<file path="src/hw/rtl/i2cbb_pkg.sv">
// Shared types and constants for the I2C bit-bang master sequencer.
`default_nettype none

package i2cbb_pkg;

   // Width of the clock-stretch timeout counters and registers
   localparam int TIMEOUT_BITS = 12;
   localparam int CMD_BITS     = 3;
   localparam int WORD_BITS    = 16;
   localparam int DATA_BITS    = 8;
   localparam int CNT_BITS     = 4;
   localparam int CSR_IDX_BITS = 2;

   // Command codes
   localparam logic [CMD_BITS-1:0] CMD_NONE  = 3'd0;
   localparam logic [CMD_BITS-1:0] CMD_START = 3'd1;
   localparam logic [CMD_BITS-1:0] CMD_STOP  = 3'd2;
   localparam logic [CMD_BITS-1:0] CMD_WRITE = 3'd3;
   localparam logic [CMD_BITS-1:0] CMD_READ  = 3'd4;
   localparam logic [CMD_BITS-1:0] CMD_ADDR  = 3'd5;

   // Register indexes
   localparam logic [CSR_IDX_BITS-1:0] CSR_START_TIMEOUT = 2'd0;
   localparam logic [CSR_IDX_BITS-1:0] CSR_BYTE_TIMEOUT  = 2'd1;
   localparam logic [CSR_IDX_BITS-1:0] CSR_BIT_TIMEOUT   = 2'd2;

   // Register reset values
   localparam logic [TIMEOUT_BITS-1:0] START_TIMEOUT_RST = TIMEOUT_BITS'(275);
   localparam logic [TIMEOUT_BITS-1:0] BYTE_TIMEOUT_RST  = TIMEOUT_BITS'(20);
   localparam logic [TIMEOUT_BITS-1:0] BIT_TIMEOUT_RST   = TIMEOUT_BITS'(20);

   // Address byte forms that need a second byte: 10-bit (11110xxx), general call (0000000x)
   localparam logic [DATA_BITS-1:0] ADDR10_MASK = 8'hF8;
   localparam logic [DATA_BITS-1:0] ADDR10_CODE = 8'hF0;
   localparam logic [DATA_BITS-1:0] GCALL_MASK  = 8'hFE;
   localparam logic [DATA_BITS-1:0] GCALL_CODE  = 8'h00;

   typedef enum logic [4:0] {
      PH_IDLE      = 5'd0,
      PH_S_RAISE   = 5'd1,
      PH_S_POLL    = 5'd2,
      PH_S_SDALO   = 5'd3,
      PH_S_SCLLO   = 5'd4,
      PH_W_SDA     = 5'd5,
      PH_W_RAISE   = 5'd6,
      PH_W_POLL    = 5'd7,
      PH_W_SCLLO   = 5'd8,
      PH_W_ASDA    = 5'd9,
      PH_W_ARAISE  = 5'd10,
      PH_W_APOLL   = 5'd11,
      PH_W_ASCLLO  = 5'd12,
      PH_W_FAILSDA = 5'd13,
      PH_R_SDA     = 5'd14,
      PH_R_RAISE   = 5'd15,
      PH_R_POLL    = 5'd16,
      PH_R_SCLLO   = 5'd17,
      PH_R_ASDA    = 5'd18,
      PH_R_ARAISE  = 5'd19,
      PH_R_APOLL   = 5'd20,
      PH_R_ASCLLO  = 5'd21,
      PH_R_END     = 5'd22,
      PH_R_FAILSDA = 5'd23,
      PH_P_SDALO   = 5'd24,
      PH_P_RAISE   = 5'd25,
      PH_P_POLL    = 5'd26,
      PH_P_SDAHI   = 5'd27
   } phase_type;

   // Line drive state
   typedef struct packed {
      logic scl_en;
      logic scl_level;
      logic sda_en;
      logic sda_level;
   } line_type;

   // One request item
   typedef struct packed {
      logic [CMD_BITS-1:0]  cmd;
      logic [WORD_BITS-1:0] cmd_data;
      logic                 last_byte;
      logic                 tick;
      logic                 scl_in;
      logic                 sda_in;
   } req_type;

   // One result item
   typedef struct packed {
      line_type             line;
      logic                 busy;
      logic                 done;
      logic                 ack_ok;
      logic [DATA_BITS-1:0] read_byte;
   } rsp_type;

   // Timeout register set
   typedef struct packed {
      logic [TIMEOUT_BITS-1:0] start_tmo;
      logic [TIMEOUT_BITS-1:0] byte_tmo;
      logic [TIMEOUT_BITS-1:0] bit_tmo;
   } tmo_type;

endpackage

`default_nettype wire

</file>
<file path="src/hw/rtl/i2cbb_seq.sv">
// Bus sequencer: phase state, shift/count/timeout registers and one-step next-state logic.
`default_nettype none

module i2cbb_seq (
   input  wire logic               clock,
   input  wire logic               reset,
   input  wire logic               step,
   input  wire i2cbb_pkg::req_type req,
   input  wire i2cbb_pkg::tmo_type tmo,
   output i2cbb_pkg::rsp_type      rsp
);
   import i2cbb_pkg::*;

   phase_type               phase_ff, phase_in;
   logic [CNT_BITS-1:0]     bit_ff, bit_in;
   logic [DATA_BITS-1:0]    shift_ff, shift_in;
   logic [TIMEOUT_BITS-1:0] wait_ff, wait_in;
   logic [CMD_BITS-1:0]     lcmd_ff, lcmd_in;
   logic [WORD_BITS-1:0]    lword_ff, lword_in;
   logic                    llast_ff, llast_in;
   logic                    second_ff, second_in;
   line_type                line_ff, line_in;

   logic                    res_done, res_ok;
   logic [DATA_BITS-1:0]    res_data;
   logic                    wend, wend_ok;
   logic                    bbyte;
   logic [DATA_BITS-1:0]    bbyte_val;
   logic [TIMEOUT_BITS-1:0] wait_dec;
   logic                    poll_to;
   logic [CNT_BITS-1:0]     bit_inc;
   logic [DATA_BITS-1:0]    shift_shl;
   logic [DATA_BITS-1:0]    lo_byte;
   logic                    need_second;

   assign wait_dec    = wait_ff - 1'b1;
   assign poll_to     = (wait_dec == '0);
   assign bit_inc     = bit_ff + 1'b1;
   assign shift_shl   = {shift_ff[DATA_BITS-2:0], 1'b0};
   assign lo_byte     = lword_ff[DATA_BITS-1:0];
   assign need_second = ((lo_byte & ADDR10_MASK) == ADDR10_CODE) ||
                        ((lo_byte & GCALL_MASK) == GCALL_CODE);

   // State registers
   always_ff @(posedge clock) begin
      if (reset) begin
         phase_ff  <= PH_IDLE;
         bit_ff    <= '0;
         shift_ff  <= '0;
         wait_ff   <= '0;
         lcmd_ff   <= CMD_NONE;
         lword_ff  <= '0;
         llast_ff  <= 1'b0;
         second_ff <= 1'b0;
         line_ff   <= '{scl_en: 1'b0, scl_level: 1'b1, sda_en: 1'b0, sda_level: 1'b1};
      end else begin
         phase_ff  <= phase_in;
         bit_ff    <= bit_in;
         shift_ff  <= shift_in;
         wait_ff   <= wait_in;
         lcmd_ff   <= lcmd_in;
         lword_ff  <= lword_in;
         llast_ff  <= llast_in;
         second_ff <= second_in;
         line_ff   <= line_in;
      end
   end

   // Next state for one step
   always_comb begin
      phase_in  = phase_ff;
      bit_in    = bit_ff;
      shift_in  = shift_ff;
      wait_in   = wait_ff;
      lcmd_in   = lcmd_ff;
      lword_in  = lword_ff;
      llast_in  = llast_ff;
      second_in = second_ff;
      line_in   = line_ff;
      res_done  = 1'b0;
      res_ok    = 1'b0;
      res_data  = '0;
      wend      = 1'b0;
      wend_ok   = 1'b0;
      bbyte     = 1'b0;
      bbyte_val = '0;

      if (step) begin
         if (phase_ff == PH_IDLE) begin
            // Command acceptance; first line action happens now
            unique case (req.cmd)
               CMD_START: begin
                  lcmd_in           = req.cmd;
                  line_in.scl_en    = 1'b1;
                  line_in.scl_level = 1'b1;
                  phase_in          = PH_S_RAISE;
               end
               CMD_ADDR: begin
                  lcmd_in           = req.cmd;
                  lword_in          = req.cmd_data;
                  second_in         = 1'b0;
                  line_in.scl_en    = 1'b1;
                  line_in.scl_level = 1'b1;
                  phase_in          = PH_S_RAISE;
               end
               CMD_STOP: begin
                  lcmd_in           = req.cmd;
                  line_in.sda_en    = 1'b1;
                  line_in.sda_level = 1'b0;
                  phase_in          = PH_P_SDALO;
               end
               CMD_WRITE: begin
                  lcmd_in   = req.cmd;
                  lword_in  = req.cmd_data;
                  bbyte     = 1'b1;
                  bbyte_val = req.cmd_data[DATA_BITS-1:0];
               end
               CMD_READ: begin
                  lcmd_in           = req.cmd;
                  llast_in          = req.last_byte;
                  shift_in          = '0;
                  bit_in            = '0;
                  line_in.sda_en    = 1'b1;
                  line_in.sda_level = 1'b1;
                  phase_in          = PH_R_SDA;
               end
               default: ;
            endcase
         end else if (req.tick) begin
            unique case (phase_ff)
               // Start condition
               PH_S_RAISE: begin
                  if (tmo.start_tmo == '0) begin
                     phase_in = PH_IDLE; res_done = 1'b1;
                  end else begin
                     line_in.scl_en = 1'b0; wait_in = tmo.start_tmo; phase_in = PH_S_POLL;
                  end
               end
               PH_S_POLL: begin
                  if (req.scl_in) begin
                     line_in.sda_en = 1'b1; line_in.sda_level = 1'b0; phase_in = PH_S_SDALO;
                  end else begin
                     wait_in = wait_dec;
                     if (poll_to) begin
                        phase_in = PH_IDLE; res_done = 1'b1;
                     end
                  end
               end
               PH_S_SDALO: begin
                  line_in.scl_en = 1'b1; line_in.scl_level = 1'b0; phase_in = PH_S_SCLLO;
               end
               PH_S_SCLLO: begin
                  if (lcmd_ff == CMD_ADDR) begin
                     bbyte = 1'b1; bbyte_val = lo_byte;
                  end else begin
                     phase_in = PH_IDLE; res_done = 1'b1; res_ok = 1'b1;
                  end
               end
               // Byte write
               PH_W_SDA: begin
                  line_in.scl_en = 1'b1; line_in.scl_level = 1'b1; phase_in = PH_W_RAISE;
               end
               PH_W_RAISE: begin
                  if (tmo.byte_tmo == '0) begin
                     line_in.sda_en = 1'b1; line_in.sda_level = 1'b1; phase_in = PH_W_FAILSDA;
                  end else begin
                     line_in.scl_en = 1'b0; wait_in = tmo.byte_tmo; phase_in = PH_W_POLL;
                  end
               end
               PH_W_POLL: begin
                  if (req.scl_in) begin
                     line_in.scl_en = 1'b1; line_in.scl_level = 1'b0; phase_in = PH_W_SCLLO;
                  end else begin
                     wait_in = wait_dec;
                     if (poll_to) begin
                        line_in.sda_en = 1'b1; line_in.sda_level = 1'b1;
                        phase_in = PH_W_FAILSDA;
                     end
                  end
               end
               PH_W_SCLLO: begin
                  bit_in   = bit_inc;
                  shift_in = shift_shl;
                  line_in.sda_en = 1'b1;
                  if (!bit_inc[CNT_BITS-1]) begin
                     line_in.sda_level = shift_shl[DATA_BITS-1]; phase_in = PH_W_SDA;
                  end else begin
                     line_in.sda_level = 1'b1; phase_in = PH_W_ASDA;
                  end
               end
               PH_W_ASDA: begin
                  line_in.scl_en = 1'b1; line_in.scl_level = 1'b1; phase_in = PH_W_ARAISE;
               end
               PH_W_ARAISE: begin
                  if (tmo.byte_tmo == '0) begin
                     wend = 1'b1;
                  end else begin
                     line_in.scl_en = 1'b0; wait_in = tmo.byte_tmo; phase_in = PH_W_APOLL;
                  end
               end
               PH_W_APOLL: begin
                  if (req.scl_in) begin
                     shift_in = DATA_BITS'(req.sda_in);
                     line_in.sda_en = 1'b0;
                     line_in.scl_en = 1'b1; line_in.scl_level = 1'b0;
                     phase_in = PH_W_ASCLLO;
                  end else begin
                     wait_in = wait_dec;
                     if (poll_to) wend = 1'b1;
                  end
               end
               PH_W_ASCLLO: begin
                  wend = 1'b1; wend_ok = (shift_ff == '0);
               end
               PH_W_FAILSDA: begin
                  wend = 1'b1;
               end
               // Byte read
               PH_R_SDA: begin
                  line_in.scl_en = 1'b1; line_in.scl_level = 1'b1; phase_in = PH_R_RAISE;
               end
               PH_R_RAISE: begin
                  if (tmo.bit_tmo == '0) begin
                     phase_in = PH_IDLE; res_done = 1'b1;
                  end else begin
                     line_in.scl_en = 1'b0; wait_in = tmo.bit_tmo; phase_in = PH_R_POLL;
                  end
               end
               PH_R_POLL: begin
                  if (req.scl_in) begin
                     shift_in = {shift_ff[DATA_BITS-2:0], req.sda_in};
                     line_in.sda_en = 1'b0;
                     line_in.scl_en = 1'b1; line_in.scl_level = 1'b0;
                     phase_in = PH_R_SCLLO;
                  end else begin
                     wait_in = wait_dec;
                     if (poll_to) begin
                        phase_in = PH_IDLE; res_done = 1'b1;
                     end
                  end
               end
               PH_R_SCLLO: begin
                  bit_in = bit_inc;
                  if (!bit_inc[CNT_BITS-1]) begin
                     line_in.scl_en = 1'b1; line_in.scl_level = 1'b1; phase_in = PH_R_RAISE;
                  end else begin
                     line_in.sda_en = 1'b1; line_in.sda_level = llast_ff; phase_in = PH_R_ASDA;
                  end
               end
               PH_R_ASDA: begin
                  line_in.scl_en = 1'b1; line_in.scl_level = 1'b1; phase_in = PH_R_ARAISE;
               end
               PH_R_ARAISE: begin
                  if (tmo.bit_tmo == '0) begin
                     line_in.sda_en = 1'b1; line_in.sda_level = 1'b1; phase_in = PH_R_FAILSDA;
                  end else begin
                     line_in.scl_en = 1'b0; wait_in = tmo.bit_tmo; phase_in = PH_R_APOLL;
                  end
               end
               PH_R_APOLL: begin
                  if (req.scl_in) begin
                     line_in.scl_en = 1'b1; line_in.scl_level = 1'b0; phase_in = PH_R_ASCLLO;
                  end else begin
                     wait_in = wait_dec;
                     if (poll_to) begin
                        line_in.sda_en = 1'b1; line_in.sda_level = 1'b1;
                        phase_in = PH_R_FAILSDA;
                     end
                  end
               end
               PH_R_ASCLLO: begin
                  line_in.sda_en = 1'b1; line_in.sda_level = 1'b1; phase_in = PH_R_END;
               end
               PH_R_END: begin
                  phase_in = PH_IDLE; res_done = 1'b1; res_ok = 1'b1; res_data = shift_ff;
               end
               PH_R_FAILSDA: begin
                  phase_in = PH_IDLE; res_done = 1'b1;
               end
               // Stop condition; shift_ff[0] carries the SCL-rise result
               PH_P_SDALO: begin
                  line_in.scl_en = 1'b1; line_in.scl_level = 1'b1; phase_in = PH_P_RAISE;
               end
               PH_P_RAISE: begin
                  if (tmo.byte_tmo == '0) begin
                     shift_in = '0;
                     line_in.sda_en = 1'b1; line_in.sda_level = 1'b1; phase_in = PH_P_SDAHI;
                  end else begin
                     line_in.scl_en = 1'b0; wait_in = tmo.byte_tmo; phase_in = PH_P_POLL;
                  end
               end
               PH_P_POLL: begin
                  if (req.scl_in) begin
                     shift_in = DATA_BITS'(1);
                     line_in.sda_en = 1'b1; line_in.sda_level = 1'b1; phase_in = PH_P_SDAHI;
                  end else begin
                     wait_in = wait_dec;
                     if (poll_to) begin
                        shift_in = '0;
                        line_in.sda_en = 1'b1; line_in.sda_level = 1'b1;
                        phase_in = PH_P_SDAHI;
                     end
                  end
               end
               PH_P_SDAHI: begin
                  phase_in = PH_IDLE; res_done = 1'b1;
                  res_ok   = (lcmd_ff != CMD_ADDR) && shift_ff[0];
               end
               default: begin
                  phase_in = PH_IDLE;
               end
            endcase
         end
      end

      // End of a written byte: finish, stop on failure, or send the address high byte
      if (wend) begin
         if (lcmd_ff != CMD_ADDR) begin
            phase_in = PH_IDLE; res_done = 1'b1; res_ok = wend_ok;
         end else if (!wend_ok) begin
            line_in.sda_en = 1'b1; line_in.sda_level = 1'b0; phase_in = PH_P_SDALO;
         end else if (!second_ff && need_second) begin
            second_in = 1'b1;
            bbyte     = 1'b1;
            bbyte_val = lword_ff[WORD_BITS-1:DATA_BITS];
         end else begin
            phase_in = PH_IDLE; res_done = 1'b1; res_ok = 1'b1;
         end
      end

      // Load a byte for transmit and put its MSB on SDA
      if (bbyte) begin
         shift_in          = bbyte_val;
         bit_in            = '0;
         line_in.sda_en    = 1'b1;
         line_in.sda_level = bbyte_val[DATA_BITS-1];
         phase_in          = PH_W_SDA;
      end
   end

   // Result of this step
   always_comb begin
      rsp.line      = line_in;
      rsp.busy      = (phase_in != PH_IDLE);
      rsp.done      = res_done;
      rsp.ack_ok    = res_ok;
      rsp.read_byte = res_data;
   end

   // Checks
   a_done_goes_idle: assert property (@(posedge clock) disable iff (reset)
      res_done |-> (phase_in == PH_IDLE) && (phase_ff != PH_IDLE))
      else $error("done without return to idle");

   a_no_result_without_done: assert property (@(posedge clock) disable iff (reset)
      !res_done |-> !res_ok && (res_data == '0))
      else $error("ack or data outside done");

   a_hold_without_step: assert property (@(posedge clock) disable iff (reset)
      !step |=> $stable(phase_ff) && $stable(line_ff) && $stable(wait_ff))
      else $error("state moved without a step");

   a_poll_countdown: assert property (@(posedge clock) disable iff (reset)
      (step && req.tick && !req.scl_in && (phase_ff == PH_W_POLL || phase_ff == PH_R_POLL ||
       phase_ff == PH_S_POLL || phase_ff == PH_P_POLL))
      |=> wait_ff == TIMEOUT_BITS'($past(wait_ff) - 1'b1))
      else $error("stretch timeout did not count down");

endmodule

`default_nettype wire

</file>
<file path="src/hw/rtl/i2c_bitbang_master_top.sv">
// Top level of the I2C bit-bang master: request/result registers and timeout registers.
//
// Usage:
//  - Request channel (req_*): one item per bus step, carrying the command, its data,
//    the tick strobe and the sampled SCL/SDA pins. A request is taken on a rising edge
//    with req_valid high and req_stall low.
//  - Result channel (rsp_*): exactly one result per request, in order: line drive,
//    busy, done, ack_ok and the read byte. Taken on an edge with rsp_valid high and
//    rsp_stall low.
//  - Register port (csr_*): index 0 start_timeout, 1 byte_timeout, 2 bit_timeout;
//    csr_ready is always high. Write only while no request is in flight.
//  - Throughput: one request per cycle while no result waits on rsp_stall; the one-step
//    sequencer update sits between the request register and the result register.
//  - Stall: while rsp_stall holds a waiting result, the request register still takes
//    one more request; req_stall rises only when both registers are full.
//  - Reset: sequencer idle, both lines released with levels high, timeouts at
//    275/20/20, both registers empty.
`default_nettype none

module i2c_bitbang_master_top (
   input  wire logic                                 clock,
   input  wire logic                                 reset,
   // Request channel
   input  wire logic                                 req_valid,
   output logic                                      req_stall,
   input  wire logic [i2cbb_pkg::CMD_BITS-1:0]       req_cmd,
   input  wire logic [i2cbb_pkg::WORD_BITS-1:0]      req_cmd_data,
   input  wire logic                                 req_last_byte,
   input  wire logic                                 req_tick,
   input  wire logic                                 req_scl_in,
   input  wire logic                                 req_sda_in,
   // Result channel
   output logic                                      rsp_valid,
   input  wire logic                                 rsp_stall,
   output logic                                      rsp_scl_drive_en,
   output logic                                      rsp_scl_level,
   output logic                                      rsp_sda_drive_en,
   output logic                                      rsp_sda_level,
   output logic                                      rsp_busy_res,
   output logic                                      rsp_done_res,
   output logic                                      rsp_ack_ok,
   output logic [i2cbb_pkg::DATA_BITS-1:0]           rsp_read_byte,
   // Register write port
   input  wire logic                                 csr_valid,
   output logic                                      csr_ready,
   input  wire logic [i2cbb_pkg::CSR_IDX_BITS-1:0]   csr_index,
   input  wire logic [i2cbb_pkg::TIMEOUT_BITS-1:0]   csr_data
);
   import i2cbb_pkg::*;

   logic    in_valid_ff, in_valid_in;
   req_type in_ff;
   logic    out_valid_ff, out_valid_in;
   rsp_type out_ff;
   tmo_type tmo_ff;
   rsp_type seq_rsp;
   logic    req_take;
   logic    step;

   // Handshake
   assign step      = in_valid_ff && !(out_valid_ff && rsp_stall);
   assign req_stall = in_valid_ff && out_valid_ff && rsp_stall;
   assign req_take  = req_valid && !req_stall;
   assign csr_ready = 1'b1;

   assign in_valid_in  = req_take || (in_valid_ff && !step);
   assign out_valid_in = step || (out_valid_ff && rsp_stall);

   always_ff @(posedge clock) begin
      if (reset) begin
         in_valid_ff  <= 1'b0;
         out_valid_ff <= 1'b0;
      end else begin
         in_valid_ff  <= in_valid_in;
         out_valid_ff <= out_valid_in;
      end
   end

   // Request register
   always_ff @(posedge clock) begin
      if (req_take) begin
         in_ff <= '{cmd: req_cmd, cmd_data: req_cmd_data, last_byte: req_last_byte,
                    tick: req_tick, scl_in: req_scl_in, sda_in: req_sda_in};
      end
   end

   // Result register
   always_ff @(posedge clock) begin
      if (step) begin
         out_ff <= seq_rsp;
      end
   end

   // Timeout registers
   always_ff @(posedge clock) begin
      if (reset) begin
         tmo_ff.start_tmo <= START_TIMEOUT_RST;
         tmo_ff.byte_tmo  <= BYTE_TIMEOUT_RST;
         tmo_ff.bit_tmo   <= BIT_TIMEOUT_RST;
      end else if (csr_valid && csr_ready) begin
         unique case (csr_index)
            CSR_START_TIMEOUT: tmo_ff.start_tmo <= csr_data;
            CSR_BYTE_TIMEOUT:  tmo_ff.byte_tmo  <= csr_data;
            CSR_BIT_TIMEOUT:   tmo_ff.bit_tmo   <= csr_data;
            default: ;
         endcase
      end
   end

   i2cbb_seq u_seq (
      .clock (clock),
      .reset (reset),
      .step  (step),
      .req   (in_ff),
      .tmo   (tmo_ff),
      .rsp   (seq_rsp)
   );

   assign rsp_valid        = out_valid_ff;
   assign rsp_scl_drive_en = out_ff.line.scl_en;
   assign rsp_scl_level    = out_ff.line.scl_level;
   assign rsp_sda_drive_en = out_ff.line.sda_en;
   assign rsp_sda_level    = out_ff.line.sda_level;
   assign rsp_busy_res     = out_ff.busy;
   assign rsp_done_res     = out_ff.done;
   assign rsp_ack_ok       = out_ff.ack_ok;
   assign rsp_read_byte    = out_ff.read_byte;

endmodule

`default_nettype wire
</file>
<file path="config.mk">
export PLATFORM = sky130hd
export DESIGN_NAME = i2c_bitbang_master_top
export DESIGN_NICKNAME = d
export VERILOG_FILES = /design/src/hw/rtl/i2cbb_pkg.sv /design/src/hw/rtl/i2cbb_seq.sv /design/src/hw/rtl/i2c_bitbang_master_top.sv
export SDC_FILE = /design/constraint.sdc
export NUM_CORES = 1
export LEC_CHECK = 0
export BUFFER_PORTS_ARGS = -buffer_cell sky130_fd_sc_hd__buf_2
export CORE_ASPECT_RATIO = 0.8
export CORE_MARGIN = 8
export CORE_UTILIZATION = 50
export DETAILED_ROUTE_END_ITERATION = 6
export PLACE_DENSITY = 0.68
export SYNTH_ARGS = -nofsm -noshare
export SYNTH_HDL_FRONTEND = slang
export SYNTH_SLANG_ARGS = --single-unit
</file>
<file path="constraint.sdc">
create_clock -name clock -period 3.89 [get_ports clock]
set_clock_uncertainty 0.15 [all_clocks]
set_input_delay 0.1945 -clock clock [delete_from_list [all_inputs] [get_ports clock]]
set_output_delay 0.1945 -clock clock [all_outputs]
set_load 0.02 [all_outputs]
</file>
==> reports/summary.txt <==
outcome: finished, violations left
failing checks: DRC
CTS Buf Count: 17
cell area after synthesis: 7425 sq um
YS warnings: 0
Max Clock Freq: 278.7 MHz
RSZ-0062 raised after global routing: no
routability cong.: 1.006
startpoint types: flip-flop
DP HPWL: 16.77 mm
largest net degree at the start of global routing: 93
Post-CTS Hold Buffers: 37
setup bufs post-CTS: 0
CTS tree: done
WL/cell: 20.16 microns
Max VDD drop: 316.5 uV
Net Sw Frac: 32.44%
Final Hold Viols: 0
Worst Path Required: 3910 ps
max-cap violation count: 0
HP Class: in -> reg
syn_area_per_cell: 8.061 sq um
Comb power frac: 22.1%
fraction of registers with async set/reset: 0%
Yosys cell types: 83
number of global-route vias before repair: 6895
Die Wd: 152.2 microns
Mapped Nets: 966
first-pass GRT wire length: 38.11 mm
part of the power in the clock network: 39.8%
share of cells above drive strength 1: 14.74%
All-Layer GR Usage: 24.94%
port buffer count: 58
clk slew on worst S/H paths: 60 ps
EDFF count, synth: 38
leakage: 0.003212 uW
clock tree buffer depth: 2
minimum clock period: 3589 ps
Layout area overhead: 20.26%
PnR worst setup slack: 301.5 ps
GRT overflow: 0
die height: 125.0 microns
Ant. Diodes: 0
hold path depth: 4
layout net count: 1043
core area: 14760 sq um
Hold WS: 65.21 ps
Relative slew margins: 26.12%
flops & latches, synth: 130
initial drt markers: 1027
final wirelength: 24.19 mm
Vias: 7584
Clk Latency, worst-skew pair: 430 ps
Most used DFF post-synth: dfxtp_1
clk sinks: 130
setup slack at placement: 385.0 ps
post-route DRC violation count: 8
DIE AREA: 19030 sq um
endpoints failing setup: 0
Final period util: 92.25%
sequential area share after synthesis: 40.18%
total design power: 4041 uW
drt pass-1 iters: 7
Detail Route Antenna Nets: 0
Ports: 60
post-DR vias/cell: 6.320
CP max FO: 7
Final Max Slew Viols: 0
initial antenna violation count: 1
post_cts resized: 0
Root Buffer: clkbuf_16
switching power: 1311 uW
CP arrival: 3600 ps
Worst Max-Slew Pin Slew: 1107 ps
post-synthesis cell count: 921
Pwr Density: 452.6 nW/um^2
worst reg-to-reg path cell count: 10
register share of total power: 38.1%
FP Rows: 40
Setup CP Type: reg -> reg
H-Tree Depth: 4
post-route setup TNS: 0 ps
Cell Int Power: 2730 uW
crit path capture type: flip-flop
initial core utilization: 50.29%
[metal layers]
metal,share of wire (%),global-route usage [%],vias to the layer above
li1,-,-,3546
met1,45,36.35,3492
met2,40,33.51,480
met3,13,7.883,64
met4,2.5,8.680,2
met5,0.037,0,-
[power groups by stage]
stage / combinational, uW / clock [uW] / sequential, uW
after floorplan: 565 / 0 / 1540
after global placement: 832 / 0 / 1560
after detailed placement: 828 / 0 / 1560
after CTS: 862 / 1620 / 1530
after global routing: 957 / 1670 / 1540
final: 891 / 1610 / 1540
[cells by family after synthesis]
kind of cell | share of synthesized area, %
adder cells (fa/ha/maj) | 0.5056
buffers and inverters | 4.398
AO/OA/AOI/OAI | 24.98
AND/OR/NAND/NOR | 26.51
XOR/XNOR | 0.9438
multiplexers | 2.443
other | 0.05051
flip-flops | 40.18
[Yosys cell counts, types with 4 or more instances]
library cell | instances | area [sq um]
a32oi_1 | 4 | 35.03
a22oi_1 | 5 | 37.54
nand2b_1 | 14 | 87.58
o32ai_1 | 4 | 35.03
and3b_1 | 6 | 52.55
or3_1 | 6 | 37.54
nand4_1 | 8 | 50.05
o21ai_0 | 63 | 315.3
nor2_1 | 111 | 416.7
buf_1 | 9 | 33.78
edfxtp_1 | 38 | 1141
and3_1 | 5 | 31.28
a221oi_1 | 8 | 70.07
clkbuf_1 | 49 | 183.9
mux2i_1 | 17 | 170.2
nand3b_1 | 14 | 105.1
a222oi_1 | 12 | 120.1
nor2b_1 | 17 | 106.4
buf_2 | 12 | 60.06
a211oi_1 | 14 | 105.1
nand2_1 | 134 | 503.0
and2_1 | 11 | 68.82
o22ai_1 | 12 | 75.07
dfxtp_1 | 92 | 1842
or4_1 | 5 | 37.54
a21o_1 | 6 | 45.04
o211ai_1 | 4 | 30.03
xnor2_1 | 5 | 43.79
o31a_1 | 5 | 43.79
inv_1 | 9 | 33.78
nor4_1 | 21 | 131.4
nor3b_1 | 6 | 45.04
a21oi_1 | 87 | 435.4
o21bai_1 | 5 | 37.54
nor3_1 | 20 | 100.1
nand3_1 | 9 | 45.04
[registers in the layout, summed over array words and instances, names as in the netlist, 3 cells and up]
register	cells
u_seq.bit_ff	4
tmo_ff	36
in_ff	23
u_seq.shift_ff	8
u_seq.phase_ff	5
u_seq.line_ff	4
u_seq.wait_ff	12
u_seq.lcmd_ff	3
u_seq.lword_ff	16
rsp_read_byte	8
[cells in the final DEF, fill, tap and decap left out, types with 8 or more instances in the layout]
master / Yosys / final
nor2b_1: 17 / 16
a222oi_1: 12 / 12
nor4_1: 21 / 21
nand3b_1: 14 / 14
mux2i_1: 17 / 17
nand3_1: 9 / 9
a221oi_1: 8 / 8
a211oi_1: 14 / 14
nor2_1: 111 / 110
o21ai_0: 63 / 63
buf_4: 2 / 33
a21oi_1: 87 / 87
nand2_1: 134 / 134
and2_1: 11 / 11
dfxtp_1: 92 / 92
nand2b_1: 14 / 14
inv_1: 9 / 9
dlygate4sd3_1: 0 / 37
clkbuf_16: 0 / 18
buf_2: 12 / 58
nor3_1: 20 / 20
edfxtp_1: 38 / 38
nand4_1: 8 / 8
o22ai_1: 12 / 12
[path summary, 6_finish.rpt]
path,slack (ps),startpoint,to
min,70,csr_index[1],tmo_ff[31]
min reg2reg,320,tmo_ff[10],tmo_ff[10]
max,300,u_seq.wait_ff[0],rsp_busy_res
max reg2reg,300,u_seq.wait_ff[0],rsp_busy_res
[through the flow]
stage,utilization [%],instance area [sq um],std cells
after floorplan,-,7425,921
after global placement,53.93,7963,1131
after detailed placement,53.93,7963,1131
after CTS,60.47,8929,1200
after global routing,60.47,8929,1200
final,60.47,8929,1200
[layout make-up]
class	instances	area (sq um)
Clock buffer	18	450.4
Clock inverter	14	145.1
Fill cell	1288	5836
Inverter	9	33.78
Multi-Input combinational cell	710	4131
Sequential cell	130	2983
Tap cell	189	236.5
Timing Repair Buffer	130	948.4
[worst max-delay path, stage by stage (launching register included)]
cell      delay [ps]
dfxtp_1          410
inv_1             90
ha_1             250
or3b_1           310
a21oi_1          100
o32ai_1          760
a31oi_4          290
and3_4           270
a221oi_2         260
nand3_1          100
or3_1            330
(Power assumes the default switching activity.)
